**src/rtl/itew_pkg.sv**
```systemverilog
`timescale 1ns / 1ps
// Shared types and token codes for the integer to English word tokens unit.
// No dependencies; every other file imports this package.
package itew_pkg;

    localparam int VALUE_W = 32;
    localparam int CODE_W  = 6;
    localparam int DIGITS  = 10;
    localparam int CNT_W   = 5;

    typedef logic [CODE_W-1:0]   word_code_t;
    typedef logic [4*DIGITS-1:0] bcd_t;

    localparam word_code_t TOK_ZERO      = 6'd0;
    localparam word_code_t TOK_TEN       = 6'd10;
    localparam word_code_t TOK_TENS_BASE = 6'd18;
    localparam word_code_t TOK_HUNDRED   = 6'd28;
    localparam word_code_t TOK_THOUSAND  = 6'd29;
    localparam word_code_t TOK_MILLION   = 6'd30;
    localparam word_code_t TOK_BILLION   = 6'd31;
    localparam word_code_t TOK_NEGATIVE  = 6'd32;

    typedef struct packed {
        logic busy;
        logic done;
    } bcd_status_t;

    typedef struct packed {
        logic start;
        logic neg;
    } seq_ctrl_t;

endpackage

```
**src/rtl/itew_bcd.sv**
```systemverilog
`timescale 1ns / 1ps
// Bit-serial binary to BCD converter (shift and add-three), one bit per cycle.
// Depends on itew_pkg.
module itew_bcd
(
    input  logic                         clk,
    input  logic                         rst_n,
    input  logic                         start,
    input  logic [itew_pkg::VALUE_W-1:0] bin,
    output itew_pkg::bcd_t               digits,
    output itew_pkg::bcd_status_t        status
);
    import itew_pkg::*;

    logic [VALUE_W-1:0] bin_reg, bin_next;
    bcd_t               dig_reg, dig_next;
    bcd_t               adj;
    logic [CNT_W-1:0]   cnt_reg, cnt_next;
    logic               busy_reg, busy_next;
    logic               done_reg, done_next;

    // add three to every digit of five or more before the shift
    always_comb
    begin
        for (int i = 0; i < DIGITS; i++)
        begin
            adj[4*i +: 4] = (dig_reg[4*i +: 4] >= 4'd5) ? dig_reg[4*i +: 4] + 4'd3
                                                         : dig_reg[4*i +: 4];
        end
    end

    always_comb
    begin
        bin_next  = bin_reg;
        dig_next  = dig_reg;
        cnt_next  = cnt_reg;
        busy_next = busy_reg;
        done_next = 1'b0;
        if (start)
        begin
            bin_next  = bin;
            dig_next  = '0;
            cnt_next  = '0;
            busy_next = 1'b1;
        end
        else if (busy_reg)
        begin
            dig_next = {adj[4*DIGITS-2:0], bin_reg[VALUE_W-1]};
            bin_next = {bin_reg[VALUE_W-2:0], 1'b0};
            cnt_next = cnt_reg + 1'b1;
            if (cnt_reg == CNT_W'(VALUE_W-1))
            begin
                busy_next = 1'b0;
                done_next = 1'b1;
            end
        end
    end

    always_ff @(posedge clk or negedge rst_n)
    begin
        if (!rst_n)
        begin
            cnt_reg  <= '0;
            busy_reg <= 1'b0;
            done_reg <= 1'b0;
        end
        else
        begin
            cnt_reg  <= cnt_next;
            busy_reg <= busy_next;
            done_reg <= done_next;
        end
    end

    always_ff @(posedge clk)
    begin
        bin_reg <= bin_next;
        dig_reg <= dig_next;
    end

    assign digits      = dig_reg;
    assign status.busy = busy_reg;
    assign status.done = done_reg;

endmodule

```
**src/rtl/itew_seq.sv**
```systemverilog
`timescale 1ns / 1ps
// Token sequencer: walks the decimal digits three at a time and emits at most
// one word a step through an output register. Depends on itew_pkg.
module itew_seq
(
    input  logic                 clk,
    input  logic                 rst_n,
    input  itew_pkg::seq_ctrl_t  ctrl,
    input  itew_pkg::bcd_t       digits,
    input  logic                 word_stall,
    output logic                 word_valid,
    output itew_pkg::word_code_t word_code,
    output logic                 last_word,
    output logic                 busy
);
    import itew_pkg::*;

    localparam int GROUP_W   = 12;
    localparam int GRP_REG_W = 4 * GROUP_W;

    localparam logic [1:0] ST_IDLE  = 2'd0;
    localparam logic [1:0] ST_SIGN  = 2'd1;
    localparam logic [1:0] ST_GROUP = 2'd2;
    localparam logic [1:0] ST_FLUSH = 2'd3;

    localparam logic [2:0] SP_HDIG  = 3'd0;
    localparam logic [2:0] SP_HWORD = 3'd1;
    localparam logic [2:0] SP_TENS  = 3'd2;
    localparam logic [2:0] SP_ONES  = 3'd3;
    localparam logic [2:0] SP_SCALE = 3'd4;

    localparam logic [1:0] LAST_GROUP = 2'd3;

    logic [1:0]           state_reg, state_next;
    logic [2:0]           step_reg, step_next;
    logic [1:0]           grp_idx_reg, grp_idx_next;
    logic [GRP_REG_W-1:0] grp_reg, grp_next;
    logic                 neg_reg, neg_next;
    logic                 pend_valid_reg, pend_valid_next;
    word_code_t           pend_code_reg, pend_code_next;
    logic                 word_valid_reg, word_valid_next;
    word_code_t           word_code_reg, word_code_next;
    logic                 last_reg, last_next;

    logic [3:0]  h, t, o;
    logic        grp_nz;
    logic        cand_valid;
    word_code_t  cand_code;
    logic        out_free;
    logic        push;
    logic        push_last;

    assign h      = grp_reg[GRP_REG_W-1 -: 4];
    assign t      = grp_reg[GRP_REG_W-5 -: 4];
    assign o      = grp_reg[GRP_REG_W-9 -: 4];
    assign grp_nz = |grp_reg[GRP_REG_W-1 -: GROUP_W];

    // word produced by the current step, if any
    always_comb
    begin
        cand_valid = 1'b0;
        cand_code  = TOK_ZERO;
        if (state_reg == ST_SIGN)
        begin
            cand_valid = neg_reg || (grp_reg == '0);
            cand_code  = neg_reg ? TOK_NEGATIVE : TOK_ZERO;
        end
        else
        begin
            case (step_reg)
                SP_HDIG:
                begin
                    cand_valid = (h != 4'd0);
                    cand_code  = word_code_t'(h);
                end
                SP_HWORD:
                begin
                    cand_valid = (h != 4'd0);
                    cand_code  = TOK_HUNDRED;
                end
                SP_TENS:
                begin
                    if (t == 4'd1)
                    begin
                        cand_valid = 1'b1;
                        cand_code  = TOK_TEN + word_code_t'(o);
                    end
                    else if (t >= 4'd2)
                    begin
                        cand_valid = 1'b1;
                        cand_code  = TOK_TENS_BASE + word_code_t'(t);
                    end
                end
                SP_ONES:
                begin
                    cand_valid = (t != 4'd1) && (o != 4'd0);
                    cand_code  = word_code_t'(o);
                end
                SP_SCALE:
                begin
                    cand_valid = grp_nz && (grp_idx_reg != LAST_GROUP);
                    cand_code  = TOK_BILLION - word_code_t'(grp_idx_reg);
                end
                default:
                begin
                    cand_valid = 1'b0;
                    cand_code  = TOK_ZERO;
                end
            endcase
        end
    end

    assign out_free = !word_valid_reg || !word_stall;

    always_comb
    begin
        state_next      = state_reg;
        step_next       = step_reg;
        grp_idx_next    = grp_idx_reg;
        grp_next        = grp_reg;
        neg_next        = neg_reg;
        pend_valid_next = pend_valid_reg;
        pend_code_next  = pend_code_reg;
        push            = 1'b0;
        push_last       = 1'b0;

        case (state_reg)
            ST_IDLE:
            begin
                if (ctrl.start)
                begin
                    grp_next        = GRP_REG_W'(digits);
                    neg_next        = ctrl.neg;
                    step_next       = SP_HDIG;
                    grp_idx_next    = '0;
                    pend_valid_next = 1'b0;
                    state_next      = ST_SIGN;
                end
            end
            ST_SIGN, ST_GROUP:
            begin
                if (out_free)
                begin
                    // hold each word back until the next one is found so the final one can be marked
                    if (cand_valid)
                    begin
                        push            = pend_valid_reg;
                        pend_valid_next = 1'b1;
                        pend_code_next  = cand_code;
                    end
                    if (state_reg == ST_SIGN)
                    begin
                        state_next = ST_GROUP;
                    end
                    else if (step_reg == SP_SCALE)
                    begin
                        step_next    = SP_HDIG;
                        grp_next     = {grp_reg[GRP_REG_W-GROUP_W-1:0], GROUP_W'(0)};
                        grp_idx_next = grp_idx_reg + 2'd1;
                        if (grp_idx_reg == LAST_GROUP)
                        begin
                            state_next = ST_FLUSH;
                        end
                    end
                    else
                    begin
                        step_next = step_reg + 3'd1;
                    end
                end
            end
            ST_FLUSH:
            begin
                if (out_free)
                begin
                    push            = pend_valid_reg;
                    push_last       = 1'b1;
                    pend_valid_next = 1'b0;
                    state_next      = ST_IDLE;
                end
            end
            default:
            begin
                state_next = ST_IDLE;
            end
        endcase
    end

    always_comb
    begin
        word_valid_next = word_valid_reg;
        word_code_next  = word_code_reg;
        last_next       = last_reg;
        if (push)
        begin
            word_valid_next = 1'b1;
            word_code_next  = pend_code_reg;
            last_next       = push_last;
        end
        else if (out_free)
        begin
            word_valid_next = 1'b0;
        end
    end

    always_ff @(posedge clk or negedge rst_n)
    begin
        if (!rst_n)
        begin
            state_reg      <= ST_IDLE;
            step_reg       <= SP_HDIG;
            grp_idx_reg    <= '0;
            pend_valid_reg <= 1'b0;
            word_valid_reg <= 1'b0;
        end
        else
        begin
            state_reg      <= state_next;
            step_reg       <= step_next;
            grp_idx_reg    <= grp_idx_next;
            pend_valid_reg <= pend_valid_next;
            word_valid_reg <= word_valid_next;
        end
    end

    always_ff @(posedge clk)
    begin
        grp_reg       <= grp_next;
        neg_reg       <= neg_next;
        pend_code_reg <= pend_code_next;
        word_code_reg <= word_code_next;
        last_reg      <= last_next;
    end

    assign word_valid = word_valid_reg;
    assign word_code  = word_code_reg;
    assign last_word  = last_reg;
    assign busy       = (state_reg != ST_IDLE);

endmodule

```
**src/rtl/integer_to_english_word_tokens_unit.sv**
```systemverilog
`timescale 1ns / 1ps
// Integer to English word tokens: top level joining the bit-serial decimal
// converter and the token sequencer. Depends on itew_pkg, itew_bcd, itew_seq.
//
// Takes one signed 32-bit value and emits the English word tokens naming it,
// one word per handshake, with last_word set on the final word. With no stall
// on the word side a value goes through these steps before the next value can
// be accepted: loading the bit-serial binary to decimal converter, the
// conversion (one bit per cycle), handing the digits to the sequencer, the
// sign step, twenty sequencer steps over the four digit groups (a word leaves
// at most once per step), and a flush step to release the final word.
// value_stall stays high from acceptance until the last word has entered the
// output register; stall on the word side holds the sequencer. Reset needs no
// clearing pass.
module integer_to_english_word_tokens_unit
(
    input  logic                                clk,
    input  logic                                rst_n,
    input  logic                                value_valid,
    output logic                                value_stall,
    input  logic signed [itew_pkg::VALUE_W-1:0] value,
    output logic                                word_valid,
    input  logic                                word_stall,
    output itew_pkg::word_code_t                word_code,
    output logic                                last_word
);
    import itew_pkg::*;

    logic               accept;
    logic [VALUE_W-1:0] raw;
    logic [VALUE_W-1:0] mag;
    logic               neg_reg;
    bcd_t               digits;
    bcd_status_t        bcd_status;
    seq_ctrl_t          seq_ctrl;
    logic               seq_busy;

    assign accept = value_valid && !value_stall;
    assign raw    = value;
    // most negative value comes out as its unsigned magnitude
    assign mag    = raw[VALUE_W-1] ? (~raw + 1'b1) : raw;

    always_ff @(posedge clk)
    begin
        if (accept)
        begin
            neg_reg <= raw[VALUE_W-1];
        end
    end

    assign value_stall    = bcd_status.busy || bcd_status.done || seq_busy;
    assign seq_ctrl.start = bcd_status.done;
    assign seq_ctrl.neg   = neg_reg;

    itew_bcd u_bcd
    (
        .clk    (clk),
        .rst_n  (rst_n),
        .start  (accept),
        .bin    (mag),
        .digits (digits),
        .status (bcd_status)
    );

    itew_seq u_seq
    (
        .clk        (clk),
        .rst_n      (rst_n),
        .ctrl       (seq_ctrl),
        .digits     (digits),
        .word_stall (word_stall),
        .word_valid (word_valid),
        .word_code  (word_code),
        .last_word  (last_word),
        .busy       (seq_busy)
    );

endmodule

```
**config.mk**
```make
export PLATFORM = sky130hd
export DESIGN_NAME = integer_to_english_word_tokens_unit
export DESIGN_NICKNAME = d
export VERILOG_FILES = /design/src/rtl/itew_pkg.sv /design/src/rtl/itew_bcd.sv /design/src/rtl/itew_seq.sv /design/src/rtl/integer_to_english_word_tokens_unit.sv
export SDC_FILE = /design/constraint.sdc
export NUM_CORES = 1
export LEC_CHECK = 0
export ABC_CLOCK_PERIOD_IN_PS = 5850
export BUFFER_PORTS_ARGS = -buffer_cell sky130_fd_sc_hd__buf_2
export CORE_ASPECT_RATIO = 0.8
export CORE_MARGIN = 2
export CORE_UTILIZATION = 61
export DETAILED_ROUTE_END_ITERATION = 12
export PLACE_DENSITY = 0.77
export SKIP_LAST_GASP = 1
export SYNTH_ARGS = -nofsm -noshare
export SYNTH_HDL_FRONTEND = slang
export SYNTH_SLANG_ARGS = --single-unit
```
**constraint.sdc**
```tcl
create_clock -name clk -period 5.85 [get_ports clk]
set_clock_uncertainty 0.05 [all_clocks]
set_input_delay 0.585 -clock clk [delete_from_list [all_inputs] [get_ports clk]]
set_output_delay 0.585 -clock clk [all_outputs]
set_load 0.005 [all_outputs]
```
Yosys cells after proc, flatten, opt, wreduce, memory -nomap -nowiden
Cells that the tools add are included.
{"block": "word_totals", "in_bits": 36, "regBits": 151, "word_cells": 156}
{"block": "op_classes", "n_eq_ne": 20, "bitwise": 1, "addsub": 17, "order_cmp": 11, "n_reduce_logical": 28, "muxes": 63}
{"operator": "$mux 48", "count": 4}
{"operator": "$mux 32", "count": 3}
{"operator": "$pmux 48 s2", "count": 1}
{"operator": "$logic_not 48->1", "count": 1}
{"operator": "$ge 4x3->1 const B", "count": 10}
{"operator": "$add 4x2->4 const B", "count": 9}
{"operator": "$mux 4", "count": 9}
{"operator": "$add 32x1->32 const B", "count": 1}
{"operator": "$not 32->32", "count": 1}
{"operator": "$pmux 6 s5", "count": 1}
{"operator": "$mux 6", "count": 4}
{"operator": "$mux 2", "count": 10}
{"operator": "$mux 1", "count": 18}
{"operator": "$mux 3", "count": 5}
{"operator": "$reduce_or 12->1", "count": 1}
{"operator": "$mux 5", "count": 2}
{"operator": "$reduce_and 5->1", "count": 2}
{"operator": "$ne 2x1->1 const B", "count": 4}
{"operator": "$reduce_and 4->1", "count": 2}
{"operator": "$reduce_bool 2->1", "count": 4}
{"operator": "$reduce_bool 4->1", "count": 2}
{"operator": "$add 5x4->6 const A", "count": 1}
{"operator": "$eq 2x2->1 const B", "count": 3}
{"operator": "$eq 3x2->1 const B", "count": 2}
{"operator": "29 further kinds", "count": 40}

Logic depth before layout (Yosys ltp)
{"block": "logic_depth", "ltp_word": 9, "ltp_mapped": 9}

Cells and area by module
From an unflattened synthesis, not the netlist that was laid out.
{"block": "unflattened", "hier_cells": 752, "hier_area_um2": 8272.9}
{"module": "itew_bcd", "cells_per_inst": 401, "n_inst": 1, "area_per_inst_um2": 4120.2, "seq_area_each_um2": 1936.9}
{"module": "itew_seq", "cells_per_inst": 253, "n_inst": 1, "area_per_inst_um2": 3414.5, "seq_area_each_um2": 2087.0}
{"module": "integer_to_english_word_tokens_unit", "cells_per_inst": 98, "n_inst": 1, "area_per_inst_um2": 738.2, "seq_area_each_um2": 30.0}

Worst setup path after synthesis
OpenSTA, ideal clock, no wires.
{"block": "synth_path", "path_type": "register to register", "from": "reg u_seq.state_reg[0]", "to": "reg u_seq.grp_reg[0] (enable)", "arrival_ps": 3816, "required_time_ps": 5327, "stages_incl_launch_ff": 8, "slack_ps": 1511, "cell_sequence": "dfrtp_1 > inv_1 > ha_1 > clkbuf_1 > nand3_1 > o2111a_1 > inv_1 > a21oi_1"}
{"block": "synth_between", "elab_chain_len": 4, "elab_cells_between_ends": 10}
{"item": "start, declared", "line_no": "itew_seq.sv:34", "rtl": "logic [1:0] state_reg, state_next;"}
{"item": "start signal, assigned", "line_no": "itew_seq.sv:217", "rtl": "state_reg <= state_next;"}
{"item": "$eq 2x2->1 or $eq 2x1->1 (tied branches)", "line_no": "itew_seq.sv:127, itew_seq.sv:151"}
{"item": "$reduce_or 2->1", "line_no": "itew_seq.sv:127", "rtl": "case (state_reg)"}
{"item": "$ne 2x1->1 (no line) (tied with other cells)"}
{"item": "$reduce_and 5->1 (no line) (*)"}
{"item": "end signal, assigned", "line_no": "itew_seq.sv:227", "rtl": "grp_reg <= grp_next;"}
{"item": "end, declared", "line_no": "itew_seq.sv:37", "rtl": "logic [GRP_REG_W-1:0] grp_reg, grp_next;"}
Mark *: on every way between the ends. The rest lies on a longest branch, timed or not.
A chain may end at the register's enable or synchronous reset.

Worst setup path after layout
{"block": "layout_path", "from": "reg u_seq.state_reg[0]", "to": "reg u_seq.grp_reg[1] (enable)"}
Same word-level chain as after synthesis.

==> flow_summary.json <==
{
  "fin_nets": 877,
  "setup_viol": 0,
  "final_cells": 992,
  "syn_avg_cell_area_um2": 10.3,
  "grt_pass1_wl_um": 26100,
  "period_needed_ns": 3.05,
  "synthAdderAreaFrac_pct": 5.89,
  "finalHoldViolCount": 0,
  "critPathArrivalTime_ns": 3.07,
  "ir_worst_vdd_mv": 0.303,
  "worstSkewPairLatency_ns": 0.43,
  "cts_tree": "built",
  "end_kind": "flip-flop",
  "synth_ff_type": "edfxtp_1",
  "wirelength_um": 15600,
  "wire_per_inst_um": 15.7,
  "status": "complete, no violations",
  "synth.area.mux_share_pct": 3.66,
  "final_common_cell": "nand2_1",
  "slowest_stage": "buf_4",
  "dr.pass1.iters": 5,
  "start_util_pct": 61.7,
  "antenna_left": 0,
  "syn-num-nets": 839,
  "synth_compound_area_share_pct": 14.3,
  "die_x_um": 131,
  "synth-edff-count": 95,
  "clk_pin_slew_ns": 0.06,
  "ctsHoldBuffers": 0,
  "core.rowCount": 37,
  "slew_headroom_pct": 37.4,
  "r2r_cells": 7,
  "cts_root_buf": "clkbuf_16",
  "slew_violations": 0,
  "path_depth": 7,
  "track_usage_pct": 24.2,
  "ys_types": 55,
  "grt.overflow.total": 0,
  "avgViaCountPerCell": 5.78,
  "coreArea_mm2": 0.0127,
  "drc": 0,
  "dieArea_mm2": 0.0138,
  "postCtsSetupBuffers": 0,
  "period_share_pct": 52.2,
  "cts_buffer_depth": 2,
  "tightestPinTransition_ns": 0.939,
  "grt_max_degree": 75,
  "final_cell_mix": "nand2_1, edfxtp_1, o21ai_0, buf_2, dfxtp_1",
  "syn_to_final_growth_pct": 12.2,
  "layout-drive-gt1-share_pct": 14.6,
  "synthSimpleGateAreaFrac_pct": 15.8,
  "crit_family": "buffers and inverters",
  "p_per_area_mw_per_mm2": 608,
  "timing.fmax_mhz": 327,
  "yosys_warnings": 0,
  "via_count": 5735,
  "antenna_cells": 0,
  "boundaryPins": 45,
  "cp.required_ns": 5.86,
  "start_kind": "flip-flop",
  "antenna_found_initial": 0,
  "synth-xor-area-share_pct": 5.46,
  "synth-seq-area-share_pct": 51.6,
  "ys_seq_elements": 151,
  "synth_cells": 766,
  "hpwl_um": 10800,
  "portBuffers": 44,
  "async_flop_share_pct": 10.6,
  "synth_area_mm2": 0.00786,
  "rsz0062_at_grt": "no",
  "drt_first_iter_violations": 506,
  "crit_chain": "inv_1 > ha_2 > buf_4 > o2111a_1 > inv_1 > a21oi_4 > buf_4",
  "setup_tns_ns": 0,
  "cap_viol_max_count": 0,
  "fp.dieH_um": 106,
  "gp_congestion": 0.848,
  "htree_levels": 4,
  "cpPeakStageDelay_ns": 0.55,
  "cts-buffers-inserted": 17,
  "cts_sinks": 151,
  "synth_top_family_by_area": "simple AND/OR/NAND/NOR gates",
  "p_leak_nw": 3.50,
  "crit_type": "flip-flop to flip-flop",
  "dp.cells": 959,
  "hold_path_class": "input port to async pin",
  "path_max_fanout": 74,
  "cts_resized": 0,
  "critical_path_buf_inv_count": 4,
  "largest_reg_flops": 48,
  "grt_pass1_vias": 5703
}
[per-stage QoR]
step                      worst slack, ns  power, mW  utilization [%]  hold slack [ns]  cell area [µm²]
after floorplan                      1.51       3.77                -            0.239             7860
after global placement               2.83       4.17             64.7            0.363             8240
after detailed placement             2.62       4.32             64.7            0.370             8240
after CTS                            2.60       5.36             69.0          0.00634             8790
after global routing                 2.55       5.78             69.3           0.0220             8820
final                                2.80       5.36             69.3           0.0105             8820
[synth_stat cells (all sizes together), types with 4 or more instances]
library cell | instances | area, µm²
a21oi | 40 | 200
a31o | 6 | 52.6
a31oi | 4 | 25.0
and2 | 11 | 68.8
buf | 4 | 15.0
clkbuf | 28 | 105
dfrtp | 16 | 400
dfxtp | 40 | 801
edfxtp | 95 | 2850
ha | 37 | 463
inv | 37 | 139
mux2 | 14 | 158
mux2i | 13 | 130
nand2 | 98 | 368
nand2b | 17 | 106
nand3 | 22 | 115
nor2 | 38 | 143
nor2b | 11 | 68.8
nor3 | 12 | 60.1
nor4 | 15 | 151
o21ai | 89 | 445
o22ai | 12 | 75.1
o31ai | 14 | 110
o41ai | 9 | 86.3
or4 | 4 | 37.5
xnor2 | 13 | 114
xor2 | 36 | 315
[per-layer routing]
layer | wire length (µm) | GRT usage [%] | vias up | part of all wire (%)
met1 | 6800 | 30.4 | 2726 | 44
met3 | 754 | 6.45 | 22 | 4.8
li1 | - | - | 2849 | -
met2 | 7810 | 40.2 | 138 | 50
met4 | 229 | 8.81 | 0 | 1.5
met5 | 0 | 0 | - | 0
[power breakdown]
group | total, mW | internal [mW] | switching [mW]
Clock | 1.02 | 0.558 | 0.465
Combinational | 2.07 | 0.821 | 1.25
Sequential | 2.26 | 1.90 | 0.367
Total | 5.36 | 3.28 | 2.08
[area by class of cell]
class                      count  area [µm²]
fill                         924        3910
clock buffer                  17         425
sequential                   151        4050
clock inverter                15         126
tap                          175         219
timing repair buffer          51         293
inverter                      38         143
multi-input combinational    545        3560
[cell families (layout without fill, tap and decap cells)]
kind of cell               count (synthesis)  in the layout
muxes                                     27             27
adders and majority gates                 37             37
and+or+nand+nor                          244            244
buffers and inverters                     70            121
DFF                                      151            151
xor gates and xnor gates                  49             49
AOI/OAI and AO/OA                        188            188
[worst paths after layout]
kind                                        startpoint                    to  slack [ns]
worst max-delay path                u_seq.state_reg[0]      u_seq.grp_reg[1]        2.80
worst min-delay path                             rst_n     u_seq.step_reg[1]        0.01
worst max register to register      u_seq.state_reg[0]      u_seq.grp_reg[1]        2.80
worst min register to register  u_seq.pend_code_reg[2]    u_seq.word_code[2]        0.38
max in group asynchronous                        rst_n  u_seq.pend_valid_reg        5.48
min in group clk                u_seq.pend_code_reg[2]    u_seq.word_code[2]        0.38
(Power assumes the default switching activity.)
